<file path="src/sv/smcd_pkg.sv">
// smcd_pkg: types, codes and result tables shared by the stylus multi-click detector
// no dependencies; imported by smcd_decide, smcd_emit and the top level
`timescale 1ns / 1ps

package smcd_pkg;

	localparam int TimeW    = 48;
	localparam int TimeoutW = 24;
	localparam int CfgIdxW  = 1;
	localparam int CfgDataW = TimeoutW;
	localparam int SeqIdxW  = 3;

	localparam logic [TimeoutW-1:0] TimeoutReset = 24'd200000;

	// configuration register indexes
	localparam logic [CfgIdxW-1:0] CFG_CLICK_TOGGLE = 1'd0;
	localparam logic [CfgIdxW-1:0] CFG_TIMEOUT_US   = 1'd1;

	// input event kinds
	localparam logic [1:0] CMD_BUTTON = 2'd0;
	localparam logic [1:0] CMD_SYNC   = 2'd1;
	localparam logic [1:0] CMD_PROX   = 2'd2;

	// input values
	localparam logic [1:0] VAL_RELEASE = 2'd0;
	localparam logic [1:0] VAL_PRESS   = 2'd1;

	// result targets
	localparam logic TGT_PEN = 1'b0;
	localparam logic TGT_KBD = 1'b1;

	// result event codes
	localparam logic [2:0] EV_ERASER  = 3'd0;
	localparam logic [2:0] EV_PENTOOL = 3'd1;
	localparam logic [2:0] EV_LCTRL   = 3'd2;
	localparam logic [2:0] EV_KEYY    = 3'd3;
	localparam logic [2:0] EV_KEYZ    = 3'd4;
	localparam logic [2:0] EV_SYNC    = 3'd5;

	typedef struct packed {
		logic [1:0]       cmd;
		logic [1:0]       value;
		logic [TimeW-1:0] time_us;
	} in_word_t;

	typedef struct packed {
		logic       target;
		logic [2:0] event_code;
		logic [1:0] event_value;
		logic       last;
	} out_word_t;

	// kinds of result runs
	typedef enum logic [1:0] {
		RUN_MIRROR    = 2'd0,
		RUN_PEN_CYCLE = 2'd1,
		RUN_UNDO      = 2'd2,
		RUN_REDO      = 2'd3
	} run_kind_t;

	// one pending run handed from the decision stage to the emitter
	typedef struct packed {
		run_kind_t  kind;
		logic [1:0] value;
	} run_t;

	function automatic logic [SeqIdxW-1:0] run_last_idx(input run_kind_t kind);
		logic [SeqIdxW-1:0] r;
		unique case (kind)
			RUN_MIRROR:    r = 3'd0;
			RUN_PEN_CYCLE: r = 3'd2;
			RUN_UNDO:      r = 3'd7;
			RUN_REDO:      r = 3'd7;
			default:       r = 3'd0;
		endcase
		return r;
	endfunction

	function automatic out_word_t run_word(input run_t run, input logic [SeqIdxW-1:0] idx);
		out_word_t w;
		logic [2:0] key;
		key = (run.kind == RUN_REDO) ? EV_KEYY : EV_KEYZ;
		w.last = (idx == run_last_idx(run.kind));
		unique case (run.kind)
			RUN_MIRROR: begin
				w.target      = TGT_PEN;
				w.event_code  = EV_ERASER;
				w.event_value = run.value;
			end
			RUN_PEN_CYCLE: begin
				w.target = TGT_PEN;
				unique case (idx)
					3'd0: begin
						w.event_code  = EV_ERASER;
						w.event_value = 2'd0;
					end
					3'd1: begin
						w.event_code  = EV_PENTOOL;
						w.event_value = 2'd0;
					end
					default: begin
						w.event_code  = EV_PENTOOL;
						w.event_value = 2'd1;
					end
				endcase
			end
			default: begin
				// ctrl down, key down, key up, ctrl up, each followed by a sync
				w.target = TGT_KBD;
				if (idx[0]) begin
					w.event_code  = EV_SYNC;
					w.event_value = 2'd0;
				end else begin
					unique case (idx[2:1])
						2'd0: begin
							w.event_code  = EV_LCTRL;
							w.event_value = 2'd1;
						end
						2'd1: begin
							w.event_code  = key;
							w.event_value = 2'd1;
						end
						2'd2: begin
							w.event_code  = key;
							w.event_value = 2'd0;
						end
						default: begin
							w.event_code  = EV_LCTRL;
							w.event_value = 2'd0;
						end
					endcase
				end
			end
		endcase
		return w;
	endfunction

endpackage

</file>
<file path="src/sv/smcd_decide.sv">
// smcd_decide: input register, click state and the decision on each input word
// depends on smcd_pkg; hands result runs to smcd_emit
`timescale 1ns / 1ps

module smcd_decide import smcd_pkg::*; (
	input  logic                clk,
	input  logic                arst_n,
	input  logic                click_toggle,
	input  logic [TimeoutW-1:0] timeout_us,
	input  logic                in_valid,
	output logic                in_ready,
	input  in_word_t            in_word,
	input  logic                slot_free,
	output logic                run_valid,
	output run_t                run
);

	logic             valid_s1;
	in_word_t         word_s1;
	logic [1:0]       click_count_q;
	logic             primed_q;
	logic [TimeW-1:0] last_click_time_q;
	logic             erasing_q;

	logic [1:0]       click_count_d;
	logic             primed_d;
	logic [TimeW-1:0] last_click_time_d;
	logic             erasing_d;
	logic [TimeW-1:0] gap;
	logic             later;
	logic             advance;

	assign gap   = word_s1.time_us - last_click_time_q;
	assign later = !gap[TimeW-1] && (gap[TimeW-2:0] > {{(TimeW-1-TimeoutW){1'b0}}, timeout_us});

	always_comb begin
		click_count_d     = click_count_q;
		primed_d          = primed_q;
		last_click_time_d = last_click_time_q;
		erasing_d         = erasing_q;
		run_valid         = 1'b0;
		run.kind          = RUN_MIRROR;
		run.value         = word_s1.value;
		if (valid_s1) begin
			if (word_s1.cmd == CMD_BUTTON) begin
				run_valid = !click_toggle;
				if (word_s1.value == VAL_PRESS) begin
					if (click_count_q != 2'd0 && later) begin
						click_count_d = 2'd1;
					end else if (click_count_q != 2'd3) begin
						click_count_d = click_count_q + 2'd1;
					end
					last_click_time_d = word_s1.time_us;
					primed_d          = 1'b0;
				end else if (word_s1.value == VAL_RELEASE) begin
					if (!later) begin
						primed_d          = 1'b1;
						last_click_time_d = word_s1.time_us;
					end else begin
						click_count_d = 2'd0;
						primed_d      = 1'b0;
					end
				end
			end else if (word_s1.cmd == CMD_SYNC && primed_q && later) begin
				if (click_count_q == 2'd1 && click_toggle) begin
					erasing_d = !erasing_q;
					run_valid = 1'b1;
					if (erasing_q) begin
						run.kind = RUN_PEN_CYCLE;
					end else begin
						run.value = 2'd1;
					end
				end else if (click_count_q[1]) begin
					run_valid = 1'b1;
					run.kind  = (click_count_q == 2'd3) ? RUN_REDO : RUN_UNDO;
				end
				click_count_d = 2'd0;
				primed_d      = 1'b0;
			end else if (word_s1.cmd == CMD_PROX && erasing_q) begin
				run_valid = 1'b1;
			end
		end
	end

	// a word with no results leaves at once; one with results waits for the emitter
	assign advance  = valid_s1 && (!run_valid || slot_free);
	assign in_ready = !valid_s1 || advance;

	always_ff @(posedge clk or negedge arst_n) begin
		if (!arst_n) begin
			valid_s1          <= 1'b0;
			click_count_q     <= 2'd0;
			primed_q          <= 1'b0;
			last_click_time_q <= '0;
			erasing_q         <= 1'b0;
		end else begin
			if (in_ready) begin
				valid_s1 <= in_valid;
			end
			if (advance) begin
				click_count_q     <= click_count_d;
				primed_q          <= primed_d;
				last_click_time_q <= last_click_time_d;
				erasing_q         <= erasing_d;
			end
		end
	end

	always_ff @(posedge clk) begin
		if (in_ready && in_valid) begin
			word_s1 <= in_word;
		end
	end

endmodule

</file>
<file path="src/sv/smcd_emit.sv">
// smcd_emit: run register and sequencer that sends one result word per cycle while out_ready is high
// depends on smcd_pkg; fed by smcd_decide
`timescale 1ns / 1ps

module smcd_emit import smcd_pkg::*; (
	input  logic      clk,
	input  logic      arst_n,
	input  logic      run_valid,
	input  run_t      run,
	output logic      slot_free,
	output logic      out_valid,
	input  logic      out_ready,
	output out_word_t out_word
);

	logic               busy_q;
	run_t               run_q;
	logic [SeqIdxW-1:0] idx_q;
	logic               fire;
	logic               load;

	assign out_valid = busy_q;
	assign out_word  = run_word(run_q, idx_q);
	assign fire      = busy_q && out_ready;
	assign slot_free = !busy_q || (fire && out_word.last);
	assign load      = run_valid && slot_free;

	always_ff @(posedge clk or negedge arst_n) begin
		if (!arst_n) begin
			busy_q <= 1'b0;
			idx_q  <= '0;
		end else begin
			if (load) begin
				busy_q <= 1'b1;
				idx_q  <= '0;
			end else if (fire) begin
				if (out_word.last) begin
					busy_q <= 1'b0;
				end else begin
					idx_q <= idx_q + 1'b1;
				end
			end
		end
	end

	always_ff @(posedge clk) begin
		if (load) begin
			run_q <= run;
		end
	end

`ifndef SYNTHESIS
	a_idx_in_run: assert property (@(posedge clk) disable iff (!arst_n)
		busy_q |-> idx_q <= run_last_idx(run_q.kind))
		else $error("result index past end of run");

	a_step: assert property (@(posedge clk) disable iff (!arst_n)
		fire && !out_word.last |=> busy_q && idx_q == $past(idx_q) + 1'b1)
		else $error("run did not step to next word");

	a_load_start: assert property (@(posedge clk) disable iff (!arst_n)
		load |=> busy_q && idx_q == '0)
		else $error("new run did not start at first word");

	a_hold: assert property (@(posedge clk) disable iff (!arst_n)
		busy_q && !out_ready |=> busy_q && $stable(idx_q))
		else $error("stalled run moved");
`endif

endmodule

</file>
<file path="src/sv/stylus_multi_click_detector_core.sv">
// stylus_multi_click_detector_core: top level of the stylus multi-click detector
// depends on smcd_pkg, smcd_decide and smcd_emit
`timescale 1ns / 1ps

//  channel | signals                          | direction | word
//  --------+----------------------------------+-----------+---------------------------------
//  input   | in_valid, in_ready, in_word      | in        | cmd, value, time_us
//  output  | out_valid, out_ready, out_word   | out       | target, event_code, event_value, last
//  config  | cfg_we, cfg_idx, cfg_data        | in        | 0 click toggle, 1 timeout_us
//
// an input word is held in the decision register; the 48-bit gap compare and
// the click state update happen there, so a word with no results leaves the next cycle
// results go out one per cycle from the emitter while out_ready is high, in result runs
// of 1, 3 or 8 words per result-bearing input word; the emitter run length sets the sustained rate
// the decision register takes a new word while the emitter still drains a run; a word
// with results waits there until the current run's last word is taken
// reset (arst_n low) clears click state, eraser state, the config registers and all valid flags

module stylus_multi_click_detector_core import smcd_pkg::*; (
	input  logic                clk,
	input  logic                arst_n,
	input  logic                cfg_we,
	input  logic [CfgIdxW-1:0]  cfg_idx,
	input  logic [CfgDataW-1:0] cfg_data,
	input  logic                in_valid,
	output logic                in_ready,
	input  in_word_t            in_word,
	output logic                out_valid,
	input  logic                out_ready,
	output out_word_t           out_word
);

	logic                click_toggle_q;
	logic [TimeoutW-1:0] timeout_us_q;
	logic                slot_free;
	logic                run_valid;
	run_t                run;

	// configuration registers: the user must write them only while the block is idle, the block does not enforce it
	always_ff @(posedge clk or negedge arst_n) begin
		if (!arst_n) begin
			click_toggle_q <= 1'b0;
			timeout_us_q   <= TimeoutReset;
		end else if (cfg_we) begin
			unique case (cfg_idx)
				CFG_CLICK_TOGGLE: click_toggle_q <= cfg_data[0];
				CFG_TIMEOUT_US:   timeout_us_q   <= cfg_data[TimeoutW-1:0];
				default:          ;
			endcase
		end
	end

	// decision stage: click counting, timeout check, eraser state
	smcd_decide u_decide (
		.clk          (clk),
		.arst_n       (arst_n),
		.click_toggle (click_toggle_q),
		.timeout_us   (timeout_us_q),
		.in_valid     (in_valid),
		.in_ready     (in_ready),
		.in_word      (in_word),
		.slot_free    (slot_free),
		.run_valid    (run_valid),
		.run          (run)
	);

	// result sequencer: mirror, pen re-proximity or undo/redo key runs
	smcd_emit u_emit (
		.clk       (clk),
		.arst_n    (arst_n),
		.run_valid (run_valid),
		.run       (run),
		.slot_free (slot_free),
		.out_valid (out_valid),
		.out_ready (out_ready),
		.out_word  (out_word)
	);

`ifndef SYNTHESIS
	a_last_ends: assert property (@(posedge clk) disable iff (!arst_n)
		out_valid && out_ready && out_word.last && !run_valid |=> !out_valid)
		else $error("output stayed valid after last word with nothing queued");

	a_kbd_sync: assert property (@(posedge clk) disable iff (!arst_n)
		out_valid && out_word.target == TGT_KBD && out_word.last |->
			out_word.event_code == EV_SYNC)
		else $error("key run did not end on a sync");

	a_pen_codes: assert property (@(posedge clk) disable iff (!arst_n)
		out_valid && out_word.target == TGT_PEN |->
			out_word.event_code == EV_ERASER || out_word.event_code == EV_PENTOOL)
		else $error("pen result with keyboard code");
`endif

endmodule

</file>
<file path="config.mk">
export PLATFORM = sky130hd
export DESIGN_NAME = stylus_multi_click_detector_core
export DESIGN_NICKNAME = d
export VERILOG_FILES = /design/src/sv/smcd_pkg.sv /design/src/sv/smcd_decide.sv /design/src/sv/smcd_emit.sv /design/src/sv/stylus_multi_click_detector_core.sv
export SDC_FILE = /design/constraint.sdc
export NUM_CORES = 1
export LEC_CHECK = 0
export BUFFER_PORTS_ARGS = -buffer_cell sky130_fd_sc_hd__buf_2
export CAP_MARGIN = 20
export CORE_MARGIN = 2
export CORE_UTILIZATION = 61
export CTS_BUF_LIST = sky130_fd_sc_hd__clkbuf_16
export CTS_CLUSTER_DIAMETER = 40
export DETAILED_ROUTE_END_ITERATION = 7
export PLACE_DENSITY = 0.87
export SYNTH_ARGS = -nofsm -noshare
export SYNTH_HDL_FRONTEND = slang
export SYNTH_HIERARCHICAL = 1
export SYNTH_SLANG_ARGS = --single-unit
</file>
<file path="constraint.sdc">
create_clock -name clk -period 10.54 [get_ports clk]
set_clock_uncertainty 0.2 [all_clocks]
set_input_delay 2.108 -clock clk [delete_from_list [all_inputs] [get_ports clk]]
set_output_delay 2.108 -clock clk [all_outputs]
set_load 0.005 [all_outputs]
</file>
======== Yosys cells after proc, flatten, opt, wreduce, memory -nomap -nowiden ========
Cells that the tools add are included.
storage, ports and cells
  output and inout bits ................... 9
  bits of input ports ..................... 82
  flip-flop bits (word level) ............. 138
  logic and storage cells ................. 122
cells by class
  reduce and logical (&&, ||, !) cells .... 40
  mux-type cells .......................... 42
  $lt $le $gt $ge ......................... 1
  equal/unequal tests ..................... 18
  bitwise operators ....................... 4
  add/sub/neg operators ................... 3
operators with widths
  kind                                                              number
  48-bit two-way mux                                                3
  48-bit subtractor                                                 1
  47-bit by 24-bit greater-than comparator with 1-bit output        1
  2-bit two-way mux                                                 14
  1-bit two-way mux                                                 16
  5-bit case mux with 3 select lines                                1
  3-bit two-way mux                                                 4
  6-bit case mux with 2 select lines                                1
  1-bit logical AND                                                 11
  2-bit by 1-bit == test with 1-bit output (second input constant)  5
  2-bit == test (second input constant)                             5
  5-bit AND reduction                                               2
  2-bit nonzero test                                                5
  3-bit case mux with 3 select lines                                1
  2-bit zero test                                                   4
  2-bit AND reduction                                               4
  1-bit zero test                                                   6
  2-bit inequality test (second input constant)                     3
  3-bit case mux with 2 select lines                                1
  6-bit AND reduction                                               1
  5-bit two-way mux                                                 1
  4-bit inequality test (second input constant)                     1
  1-bit NOT                                                         4
  4-bit AND reduction                                               1
  10 further kinds                                                  12

======== Depth between registers and ports, before layout ========
Gate-level depths: netlist (run 1).
  depth in word-level cells ............... 12
  mapped depth ............................ 27
  gate-level depth less buffers ........... 26

======== Cells and area by module ========
The synthesis (run 1) kept the hierarchy.
by module, submodules not included
  module                            times used  cells each  area each (um^2)
  smcd_decide                       1           826         7865.0
  stylus_multi_click_detector_core  1           54          1024.7
  smcd_emit                         1           56          531.8

======== Least setup slack after synthesis (run 1) ========
OpenSTA, ideal clock, no wires.
  path kind ............................... register to register
  start point ............................. reg u_decide/word_s1[0] in the netlist's numbering
  end point ............................... reg u_decide/word_s1[0] in the netlist's numbering (enable)
  period minus slack after synthesis ...... 8.769 ns
  data required time ...................... 9.798 ns
  library setup time ...................... 0.542 ns
  buffers on the path ..................... 1
  arrival time ............................ 8.027 ns
  setup slack ............................. 1.771 ns
  cell stages (with the launch flop) ...... 25
  path through ............................ edfxtp_1 inv_1 ha_1 inv_1 fa_1 a21o_1 a21oi_1 o221a_2 o21ai_0 a21oi_1 o21ai_0 xor2_1 ha_1 nand4_1 nor2_1 nand3_1 a21oi_1 o2111a_1 nand4b_1 nor4_1 nand4_1 o21ai_1 buf_2 o21ai_0 a21boi_0
between the ends
  cells in the longest elaborated chain, start to end .. 12
  elaborated cells between the ends (all ways) .. 13
  classes of those cells .................. add/sub: 1; order compare: 1; mux: 3; reduce/logical: 8
RTL lines
  item                                                                                                  line                source
  start: declaration                                                                                    smcd_decide.sv:19   in_word_t word_s1;
  start signal: assignment                                                                              smcd_decide.sv:111  word_s1 <= in_word;
  48-bit subtractor *                                                                                   smcd_decide.sv:33   assign gap = word_s1.time_us - last_click_time_q;
  47-bit by 24-bit greater-than comparator with 1-bit output / 1-bit zero test (equally long branches)  smcd_decide.sv:34   assign later = !gap[TimeW-1] && (gap[TimeW-2:0] > {{(TimeW-1-TimeoutW){1'b0}}, timeout_us});
  1-bit logical AND *                                                                                   smcd_decide.sv:34
  1-bit logical AND *                                                                                   smcd_decide.sv:64   end else if (word_s1.cmd == CMD_SYNC && primed_q && later) begin
  1-bit two-way mux *                                                                                   smcd_decide.sv:64
  1-bit two-way mux *                                                                                   smcd_decide.sv:45   if (word_s1.cmd == CMD_BUTTON) begin
  1-bit two-way mux *                                                                                   smcd_decide.sv:44   if (valid_s1) begin
  1-bit zero test *                                                                                     smcd_decide.sv:86   assign advance = valid_s1 && (!run_valid || slot_free);
  1-bit logical OR *                                                                                    smcd_decide.sv:86
  1-bit logical AND *                                                                                   smcd_decide.sv:86
  1-bit logical OR *                                                                                    smcd_decide.sv:87   assign in_ready = !valid_s1 || advance;
  1-bit logical AND *                                                                                   smcd_decide.sv:110  if (in_ready && in_valid) begin
Every way passes the cells marked *; elsewhere a longest branch is shown, timed or not.
A chain may end at the register's enable or synchronous reset.

======== Worst setup path in the final report (run 1) ========
  start point ............................. reg u_decide/word_s1[0] in the netlist's numbering
  end point ............................... out in_ready
between the ends
  cells in the longest elaborated chain, start to end .. 11
  elaborated cells between the ends (all ways) .. 12
  classes of those cells .................. add/sub: 1; order compare: 1; mux: 3; reduce/logical: 7
RTL lines
  item                                                                                                  line                                    source
  48-bit subtractor *                                                                                   smcd_decide.sv:33
  47-bit by 24-bit greater-than comparator with 1-bit output / 1-bit zero test (equally long branches)  smcd_decide.sv:34
  1-bit logical AND *                                                                                   smcd_decide.sv:34
  1-bit logical AND *                                                                                   smcd_decide.sv:64
  1-bit two-way mux *                                                                                   smcd_decide.sv:64
  1-bit two-way mux *                                                                                   smcd_decide.sv:45
  1-bit two-way mux *                                                                                   smcd_decide.sv:44
  1-bit zero test *                                                                                     smcd_decide.sv:86
  1-bit logical OR *                                                                                    smcd_decide.sv:86
  1-bit logical AND *                                                                                   smcd_decide.sv:86
  1-bit logical OR *                                                                                    smcd_decide.sv:87
  end: declaration                                                                                      stylus_multi_click_detector_core.sv:26  output logic in_ready,
Marked as above.

==> results of run 1 <==
-- power by group through the flow --
stage          registers (W)  logic [W]  clock network, W
5_1_grt             0.000861    0.00216          0.000592
4_1_cts             0.000841    0.00190          0.000563
2_1_floorplan       0.000814    0.00150                 0
3_3_place_gp        0.000836    0.00184                 0
3_5_place_dp        0.000847    0.00188                 0
6_report            0.000842    0.00194          0.000555
-- cell usage in the layout, fill, tap and decap left out, types with 10 or more instances in the layout --
cell type,synthesis,layout
a21o_1,15,15
xor2_1,10,10
xnor2_1,21,21
ha_1,76,76
nor2_1,56,56
clkbuf_16,0,17
edfxtp_1,56,56
dfrtp_1,76,76
mux2_2,33,33
nand2_1,58,58
nand4_1,30,30
a21oi_1,62,62
o21ai_0,47,47
nor3_1,16,16
buf_2,15,89
o21a_1,13,13
mux2_4,40,40
nand3_1,14,14
or3_1,12,12
inv_1,97,101
-- critical path, delay by kind of cell, from the launching register on --
kind	cells	cell delay, ps
XOR/XNOR	1	170
AO/OA/AOI/OAI	10	2910
buffers and inverters	3	260
flip-flops	1	380
AND/OR/NAND/NOR	7	1140
adder cells (fa/ha/maj)	3	840
-- synthesized netlist by cell type, types with 4 or more instances --
cell type / number / area, µm²
a211oi_1: 7 / 52.55
a21o_1: 15 / 112.6
a21oi_1: 62 / 310.3
a221o_1: 4 / 40.04
a31oi_1: 7 / 43.79
and2_1: 4 / 25.02
and3_1: 6 / 37.54
buf_2: 15 / 75.07
buf_6: 5 / 56.30
clkbuf_1: 17 / 63.81
dfrtp_1: 76 / 1902
dfstp_2: 6 / 157.7
edfxtp_1: 56 / 1682
ha_1: 76 / 950.9
inv_1: 97 / 364.1
mux2_2: 33 / 371.6
mux2_4: 40 / 600.6
mux2i_1: 7 / 70.07
nand2_1: 58 / 217.7
nand2b_1: 7 / 43.79
nand3_1: 14 / 70.07
nand4_1: 30 / 187.7
nor2_1: 56 / 210.2
nor2b_1: 6 / 37.54
nor3_1: 16 / 80.08
nor3b_1: 4 / 30.03
nor4_1: 6 / 37.54
o2111ai_1: 4 / 35.03
o211a_1: 4 / 40.04
o211ai_1: 8 / 60.06
o21a_1: 13 / 97.59
o21ai_0: 47 / 235.2
o221ai_1: 7 / 61.31
o22ai_1: 5 / 31.28
o31a_1: 5 / 43.79
or2_2: 4 / 25.02
or3_1: 12 / 75.07
xnor2_1: 21 / 183.9
xor2_1: 10 / 87.58
-- layout make-up --
cell class | instances | area [µm²]
Sequential cell | 138 | 3741
Timing Repair Buffer | 93 | 488.0
Fill cell | 1108 | 4646
Clock buffer | 17 | 425.4
Multi-Input combinational cell | 662 | 5127
Inverter | 97 | 364.1
Tap cell | 188 | 235.2
Clock inverter | 15 | 118.9
-- sequential cells by signal, indices dropped and copies added, names as in the netlist --
register                    flops
u_decide/word_s1               52
u_decide/last_click_time_q     48
timeout_us_q                   24
u_emit/run_q                    4
u_emit/idx_q                    3
u_decide/click_count_q          2
click_toggle_q                  1
u_decide/erasing_q              1
u_decide/primed_q               1
u_decide/valid_s1               1
u_emit/out_valid                1
-- cell families after synthesis --
kind of cell / count (synthesis)
and+or+nand+nor: 238
DFF: 138
buffers and inverters: 136
adders and majority gates: 77
AOI/OAI and AO/OA: 235
xor gates and xnor gates: 32
muxes: 80
-- metal layers --
layer	up-vias	wire, µm	share of wire, %	GRT usage (%)
met4	0	460	2.2	8.985
met3	45	1311	6.3	6.511
met1	3524	9365	45	35.12
li1	3571	-	-	-
met5	-	0	0	0
met2	321	9679	46	42.02
-- final timing paths --
kind | to | slack (ps) | startpoint
min reg2reg | u_decide/last_click_time_q[35] | 300 | u_decide/last_click_time_q[35]
max | in_ready | 2090 | u_decide/word_s1[0]
min | u_decide/last_click_time_q[35] | 300 | u_decide/last_click_time_q[35]
max reg2reg | u_decide/word_s1[38] | 3730 | u_decide/word_s1[0]
min in group asynchronous | u_decide/last_click_time_q[18] | 1450 | arst_n
max in group asynchronous | timeout_us_q[11] | 8030 | arst_n
-- metrics by stage --
| stage | cells | power, W | setup WS, ps | area [µm²] | hold WS [ps] |
|---|---|---|---|---|---|
| 3_5_place_dp | 1177 | 0.002727 | 2668 | 9936 | 293.1 |
| 4_1_cts | 1209 | 0.003304 | 2159 | 10480 | 306.5 |
| 2_1_floorplan | 936 | 0.002314 | 1771 | 9422 | 279.3 |
| 3_3_place_gp | 1177 | 0.002676 | 2983 | 9936 | 286.4 |
| 5_1_grt | 1210 | 0.003608 | 1658 | 10500 | 314.2 |
| 6_report | 1210 | 0.003338 | 2090 | 10500 | 304.5 |
==> flow_summary_export.csv, run 1 <==
group,metric,value,unit
pwr,switching_share,43.86,%
timing,setup_viol,0,
die,coreArea,15150,µm²
timing,period_minus_slack,8450,ps
global_routing,antenna_found_initial,0,
detailed_routing,totalWireLength,20820,µm
worst_setup_path,crit_path_end_kind,"primary output",
die,io_pins,91,
worst_setup_path,ff2ff_path_depth,24,
detailed_routing,wl_per_cell,17.20,µm
global_routing,grt_pass1_vias,7108,
cts,hold_buffers,0,
logic_synthesis,synthSimpleGateAreaFrac,12.80,%
layout,n_antenna_cell,0,
timing,drv_slew,0,
die,die_w,128.3,µm
global_routing,globalRouteTotalUtil,26.29,%
pwr,p_comb_share,58.2,%
worst_setup_path,worstPathMaxFanout,12,
cts,clk_pin_slew,60,ps
logic_synthesis,syn_area,9422,µm²
logic_synthesis,syn_avg_cell_area,10.07,µm²
timing,fmax,118.3,MHz
cts,cts_tree,"built",
worst_setup_path,cp.required,8230,ps
cts,worstSkewPairLatency,420,ps
cts,ctsLongestPathBuffers,2,
timing,tightestPinTransition,1029,ps
logic_synthesis,synth_top_family_by_area,"compound AO/OA/AOI/OAI gates",
detailed_routing,final_antenna_net_count,0,
cts,root_buffer,"clkbuf_16",
logic_synthesis,ys_seq_area_share,39.71,%
die,row_count,45,
pwr,intPower,0.001874,W
logic_synthesis,synth_seq_cells,138,
global_routing,grt_pass1_wl,34170,µm
logic_synthesis,synth_edf_count,56,
job,drv_cap,0,
cts,cts_resized,0,
cts,numClockSinks,138,
detailed_routing,dr.first_iter.drc_count,818,
cts,post_cts_buffers,0,
worst_setup_path,path_cells,"inv_1, ha_1, inv_1, fa_1, a21o_1, a21oi_1, o221a_2, o21ai_0, a21oi_1, o21ai_0, xor2_1, ha_1, nand4_1, nor2_1, nand3_1, a21oi_1, o2111a_1, nand4b_1, nor4_1, nand4_1, o21ai_1, o21ai_0, nand2_1, buf_2",
worst_setup_path,max_stage_delay,760,ps
pwr,p_seq_share,25.2,%
logic_synthesis,syn_nets,1095,
logic_synthesis,synth_cell_types,83,
logic_synthesis,yosys_most_used_dff,"dfrtp_1",
status,status,"finished clean",
logic_synthesis,yosys-mux-area-fraction,11.06,%
worst_hold_path,hold_path.class,"reg2reg",
pwr,p_sw,0.001464,W
logic_synthesis,syn_inst,936,
worst_setup_path,cp.arrival,6140,ps
logic_synthesis,synthAdderAreaFrac,10.31,%
layout,drive_gt1_share,20.94,%
worst_setup_path,start_kind,"flip-flop",
worst_setup_path,slowest_stage,"o21ai_1",
detailed_routing,drtPass1Iterations,6,
detailed_routing,drcViolationCount,0,
global_routing,grt_max_degree,83,
logic_synthesis,synth_compound_area_share,17.00,%
cts,htree_num_levels,4,
cts,numCtsBuffers,17,
die,die_h,128.3,µm
pwr,ir_drop,0.1719,mV
place,place.gp.congestion,0.9655,
timing,setup_tns,0,ps
global_routing,grt_remaining_overflow,0,
die,die-area,16460,µm²
timing,hold_viol,0,
place,portBuffers,90,
worst_hold_path,hold_depth,1,
logic_synthesis,yosys_warnings,6,
pwr,power.leakage,4.764,nW
layout,utilization,69.33,%
detailed_routing,vias,7461,
pwr,p_per_area,317.9,nW/µm²
timing,slew_headroom,31.14,%
timing,fin_crit_sh,80.17,%
logic_synthesis,synthArstFlopShare,59.42,%
pwr,clkPwrFrac,16.6,%
layout,syn_to_final_growth,11.45,%
worst_setup_path,path_class,"reg2out",
die,start_util,62.21,%
layout,fin_nets,1168,
logic_synthesis,synthXorXnorAreaFrac,3.054,%
place,hpwl,15340,µm
timing,rsz0062_at_grt,"false",
detailed_routing,vias_per_cell,6.166,
Power figures use the tool's default switching activity.
==> inputs of run 2 (changes only) <==
- ABC_AREA: default -> 1
- PLACE_DENSITY: 0.87 -> 0.86
- clock period: 10.54 -> 8.3 ns (I/O delays scaled with it)
==> flow_summary_export.csv, run 2 <==
group,metric,value,unit
status,status,"finished clean",
detailed_routing,drcViolationCount,0,
logic_synthesis,synthArstFlopShare,59.42,%
logic_synthesis,yosys_most_used_dff,"dfrtp_1",
die,die_w,134.1,µm
pwr,ir_drop,0.2617,mV
cts,htree_num_levels,4,
worst_setup_path,path_cells,"inv_1, ha_1, inv_1, fa_1, nand3_1, nor2_1, o21bai_1, nand2_2, a21oi_1, xnor2_1, ha_1, nand2_1, nor4_1, nand3_1, nor2_1, nand3_1, or2_0, nand2_1, nand3_2, nand4_2, nand2_1, nand3b_2, buf_2",
job,drv_cap,0,
place,portBuffers,90,
global_routing,globalRouteTotalUtil,30.90,%
pwr,p_sw,0.002014,W
layout,top_register,"u_decide/word_s1",
die,io_pins,91,
cts,root_buffer,"clkbuf_16",
layout,final_cell_area,11490,µm²
place,place.gp.congestion,1.005,
logic_synthesis,ys_seq_area_share,36.22,%
cts,clk_pin_slew,60,ps
pwr,intPower,0.002216,W
layout,top_regs,"u_decide/word_s1 x52, u_decide/last_click_time_q x48, timeout_us_q x24",
worst_setup_path,r2r-start,"u_decide/word_s1[0]",
die,coreArea,16580,µm²
logic_synthesis,synth_seq_cells,138,
cts,hold_buffers,0,
pwr,power.leakage,6.323,nW
layout,final_cell_mix,"530 x nand2_1, 263 x inv_1, 110 x nor2_1",
logic_synthesis,ys_top_cells_by_area,"nand2_1 19%, dfrtp_1 18%, edfxtp_1 16%, inv_1 9.5%, ha_1 9.2%",
detailed_routing,vias,9646,
logic_synthesis,syn_avg_cell_area,6.988,µm²
logic_synthesis,yosys.cell_count.top_type,"nand2_1",
timing,fmax,151.4,MHz
global_routing,antenna_found_initial,0,
place,place_area,10850,µm²
timing,hold_viol,0,
logic_synthesis,synth_edf_count,56,
logic_synthesis,syn_inst,1478,
timing,period_minus_slack,6607,ps
timing,slew_headroom,30.81,%
timing,fin_crit_sh,79.60,%
worst_setup_path,ff2ff_path_depth,26,
pwr,switching_share,47.61,%
timing,setup_viol,0,
pwr,p_seq_share,23.4,%
worst_setup_path,crit_path_end_kind,"primary output",
pwr,clkPwrFrac,19.1,%
worst_setup_path,worstPathMaxFanout,26,
logic_synthesis,syn_area,10330,µm²
worst_setup_path,r2r_setup_slack,2140,ps
cts,cts_tree,"built",
layout,syn_to_final_growth,11.25,%
cts,worstSkewPairLatency,430,ps
cts,numClockSinks,138,
pwr,p_comb_share,57.5,%
worst_hold_path,worstHoldStart,"timeout_us_q[11]",
logic_synthesis,synth_top_area_share,19.26,%
worst_setup_path,max_stage_delay,470,ps
cts,numCtsBuffers,17,
worst_hold_path,hold_path.class,"reg2reg",
layout,drive_gt1_share,11.06,%
pwr,p_per_area,368.1,nW/µm²
worst_hold_path,min_to,"timeout_us_q[11]",
worst_setup_path,slowest_stage,"nand3b_2",
layout,n_antenna_cell,0,
logic_synthesis,yosys_warnings,6,
place,dp.cells,1760,
cts,post_cts_buffers,0,
timing,drv_slew,0,
timing,tightestPinTransition,1037,ps
worst_setup_path,cp.arrival,4750,ps
place,hpwl,20720,µm
detailed_routing,vias_per_cell,5.380,
logic_synthesis,syn_nets,1637,
layout,fin_nets,1719,
detailed_routing,totalWireLength,27090,µm
worst_setup_path,r2r_end,"u_decide/last_click_time_q[25]",
die,row_count,47,
cts,ctsLongestPathBuffers,2,
die,die-area,17990,µm²
timing,setup_tns,0,ps
place,dp_slack,2196,ps
worst_setup_path,start_kind,"flip-flop",
global_routing,grt_pass1_vias,9147,
global_routing,grt_max_degree,56,
layout,largest_reg_flops,52,
logic_synthesis,synth_area_leader_cell,"nand2_1",
die,die_h,134.1,µm
global_routing,grt_pass1_wl,44030,µm
logic_synthesis,ys_top_cells_by_count,"530 x nand2_1, 262 x inv_1, 110 x nor2_1",
global_routing,grt_remaining_overflow,0,
worst_hold_path,hold_depth,2,
detailed_routing,wl_per_cell,15.11,µm
logic_synthesis,synth_cell_types,47,
layout,stdcell_count,1793,
cts,cts_resized,0,
worst_setup_path,cp.required,6440,ps
timing,fin_ws,1693,ps
pwr,totalPowerFinal,0.004230,W
detailed_routing,dr.first_iter.drc_count,852,
detailed_routing,drtPass1Iterations,6,
die,start_util,62.28,%
detailed_routing,final_antenna_net_count,0,
timing,rsz0062_at_grt,"false",
worst_setup_path,path_class,"reg2out",
layout,mostFrequentLayoutCell,"nand2_1",
==> run 2: cell count changes in the layout (fill, tap and decap cells not counted), sizes merged, moves of 10 or more <==
cell and change:
xnor2 -16, nand3 +77, nand4 +36, nand2 +482, inv +175, nor2 +64, or3 -13, o21a -12
a21o -15, mux2 -73, nor3 -15, xor2 +10, o21ai -27
==> run 2: final cells by class <==
class	count	area (µm²)
Clock inverter	15	200.2
Multi-Input combinational cell	1035	5320
Sequential cell	138	3742
Timing Repair Buffer	95	503.0
Inverter	273	1025
Fill cell	1406	5092
Clock buffer	17	425.4
Tap cell	220	275.3
==> run 2: metrics by stage <==
step	util [%]	hold WS, ps
6_report	69.29	265.6
5_1_grt	69.29	285.7
4_1_cts	69.17	264.0
3_5_place_dp	65.40	256.9
3_3_place_gp	65.40	250.7
2_1_floorplan	-	241.8
==> run 2: power by group through the flow <==
stage | Sequential [W] | Combinational, W | Clock [W]
4_1_cts | 0.000987 | 0.00237 | 0.000815
3_3_place_gp | 0.000987 | 0.00229 | 0
3_5_place_dp | 0.000996 | 0.00235 | 0
2_1_floorplan | 0.000969 | 0.00175 | 0
5_1_grt | 0.00101 | 0.00273 | 0.000844
6_report | 0.000989 | 0.00243 | 0.000808
==> run 2: how the worst max path moves through the flow <==
stage / startpoint / end / slack (ps)
finish: u_decide/word_s1[0] / in_ready / 1690
global route: u_decide/word_s1[0] / in_ready / 1430
CTS: u_decide/word_s1[0] / in_ready / 1740
detailed placement: u_decide/word_s1[0] / in_ready / 2200
global placement: u_decide/word_s1[0] / in_ready / 2360
floorplan: u_decide/word_s1[0] / in_ready / 3020
==> run 2: worst max-delay path, delay by kind of cell (launching register included) <==
kind / cells / cell delay, ps
AO/OA/AOI/OAI: 2 / 360
adder cells (fa/ha/maj): 3 / 880
buffers and inverters: 3 / 370
AND/OR/NAND/NOR: 14 / 2200
flip-flops: 1 / 380
XOR/XNOR: 1 / 100
==> run 2: cells by family (layout without fill, tap and decap cells) <==
family | count (synthesis) | in the layout | share of synthesized area (%)
xor gates and xnor gates | 26 | 26 | 2.277
buffers and inverters | 305 | 400 | 12.27
and+or+nand+nor | 831 | 831 | 34.37
AOI/OAI and AO/OA | 101 | 101 | 5.463
DFF | 138 | 138 | 36.22
adders and majority gates | 77 | 77 | 9.400
==> run 2: metal layers <==
| layer | up-vias | share of wire, % | wire (µm) | track usage, % |
|---|---|---|---|---|
| met5 | - | 0 | 0 | 0 |
| met4 | 0 | 1.8 | 496 | 8.713 |
| met3 | 47 | 7.6 | 2071 | 5.669 |
| met2 | 388 | 46 | 12420 | 49.80 |
| met1 | 4397 | 45 | 12100 | 43.08 |
| li1 | 4814 | - | - | - |
==> inputs of run 3 (changes only) <==
- CORE_UTILIZATION: 61 -> 55
- PLACE_DENSITY: 0.86 -> 0.82
- clock period: 8.3 -> 6.05 ns (I/O delays scaled with it)
==> flow_summary_export.csv, run 3 (same netlist as run 2, synthesis figures left out) <==
group,metric,value,unit
die,row_count,50,
detailed_routing,wl_per_cell,15.39,µm
timing,period_minus_slack,5683,ps
cts,numCtsBuffers,17,
die,die_h,141.0,µm
global_routing,grt_use_met3,4.654,%
global_routing,grt_busiest_layer,"met2",
cts,cts_resized,0,
worst_setup_path,r2r_end,"u_decide/word_s1[27]",
die,coreArea,18580,µm²
worst_setup_path,cp.arrival,4270,ps
detailed_routing,drtPass1Iterations,5,
timing,setup_tns,0,ps
layout,mostFrequentLayoutCell,"nand2_1",
detailed_routing,vias,9649,
die,start_util,55.59,%
layout,fin_nets,1721,
cts,cts_tree,"built",
job,drv_cap,0,
global_routing,globalRouteTotalUtil,29.04,%
detailed_routing,final_antenna_net_count,0,
global_routing,grt_pass1_wl,45460,µm
layout,final_cell_mix,"530 x nand2_1, 261 x inv_1, 110 x nor2_1",
die,die-area,19890,µm²
layout,stdcell_count,1809,
detailed_routing,drcViolationCount,0,
cts,hold_buffers,0,
cts,numClockSinks,138,
layout,top_regs,"u_decide/word_s1 x52, u_decide/last_click_time_q x48, timeout_us_q x24",
global_routing,grt_remaining_overflow,0,
timing,drv_slew,0,
layout,fillers,1726,
pwr,ir_drop,0.2383,mV
layout,n_antenna_cell,0,
worst_setup_path,path_cells,"inv_1, ha_1, inv_1, fa_1, nand3_1, nor2_1, o21bai_1, nand2_2, a21oi_1, xnor2_1, ha_1, nand2_1, nor4_2, nand3_1, nor2_1, nand3_1, or2_0, nand2_1, nand3_2, nand4_2, nand2_1, nand3b_2, buf_2",
global_routing,grt_pass1_vias,9349,
worst_setup_path,r2r-start,"u_decide/word_s1[0]",
place,hpwl,21700,µm
timing,fin_crit_sh,93.94,%
layout,syn_to_final_growth,11.19,%
cts,ctsLongestPathBuffers,2,
status,status,"finished clean",
timing,tightestPinTransition,586.9,ps
pwr,p_per_area,498.9,nW/µm²
place,portBuffers,90,
worst_setup_path,r2r_setup_slack,570,ps
global_routing,grtUsageMet1,39.74,%
timing,slew_headroom,60.81,%
timing,hold_viol,0,
die,die_w,141.0,µm
detailed_routing,dr.first_iter.drc_count,698,
worst_setup_path,max_stage_delay,410,ps
worst_setup_path,slowest_stage,"fa_1",
timing,setup_viol,0,
worst_hold_path,hold_depth,2,
place,place.gp.congestion,1.021,
worst_hold_path,min_to,"timeout_us_q[8]",
worst_setup_path,crit_path_end_kind,"primary output",
worst_setup_path,path_class,"reg2out",
cts,post_cts_buffers,0,
layout,final_cell_area,11480,µm²
die,io_pins,91,
worst_setup_path,worstPathMaxFanout,4,
place,dp.cells,1776,
worst_setup_path,start_kind,"flip-flop",
layout,top_register,"u_decide/word_s1",
cts,root_buffer,"clkbuf_16",
timing,fmax,176.0,MHz
timing,fin_ws,366.8,ps
timing,rsz0062_at_grt,"false",
detailed_routing,vias_per_cell,5.334,
cts,clk_pin_slew,70,ps
layout,drive_gt1_share,11.30,%
cts,htree_num_levels,4,
cts,worstSkewPairLatency,430,ps
pwr,power.leakage,6.293,nW
place,place_area,10890,µm²
global_routing,gr-usage-met2,47.91,%
global_routing,grt_max_degree,57,
worst_hold_path,hold_path.class,"reg2reg",
layout,largest_reg_flops,52,
place,dp_slack,599.7,ps
worst_hold_path,worstHoldStart,"timeout_us_q[8]",
worst_setup_path,cp.required,4640,ps
detailed_routing,totalWireLength,27850,µm
worst_setup_path,ff2ff_path_depth,26,
global_routing,antenna_found_initial,0,
layout,utilization,61.81,%
run 3: worst max-delay path: cells and delay by family, from the launching register on:
family,cells,cell delay [ps]
simple gates,14,1780
compound gates,2,340
fa+ha+maj,3,890
xor+xnor,1,100
flops,1,400
buf+inv,3,310
run 3: layer usage:
metal  vias up  part of all wire (%)
met5         -                     0
met4         0                   1.5
met3        35                   6.0
met2       313                    46
met1      4486                    46
li1       4815                     -
run 3: area by class of cell:
class	count	area, µm²	share of cell area [%]
well taps	234	292.8	2.549
clock buffers	17	425.4	3.704
multi-input cells	1035	5326	46.38
flip-flops and latches	138	3742	32.59
clock inverters	15	142.6	1.242
inverters	273	1025	8.922
repair buffers	97	530.5	4.619
run 3: through the flow:
stage,hold slack [ps],power (W)
final,267.1,0.005729
after global routing,285.3,0.006243
after CTS,270.6,0.005670
after detailed placement,258.2,0.004622
after global placement,252.6,0.004548
after floorplan,241.8,0.003731
run 3: worst max path at each step:
stage,from,end,depth (start not counted)
after floorplan,u_decide/word_s1[0],u_decide/word_s1[0],25
after global placement,u_decide/word_s1[0],u_decide/word_s1[8],26
after detailed placement,u_decide/word_s1[0],u_decide/word_s1[4],26
after CTS,u_decide/word_s1[0],in_ready,23
after global routing,u_decide/word_s1[0],in_ready,23
final,u_decide/word_s1[0],in_ready,23
run 3: report_power, final:
| part | leakage (nW) | internal (W) | total, W | switching, W |
|---|---|---|---|---|
| registers | 1.56 | 0.00121 | 0.00136 | 0.000151 |
| logic | 4.47 | 0.00114 | 0.00335 | 0.00221 |
| clock network | 0.266 | 0.000573 | 0.00102 | 0.000443 |
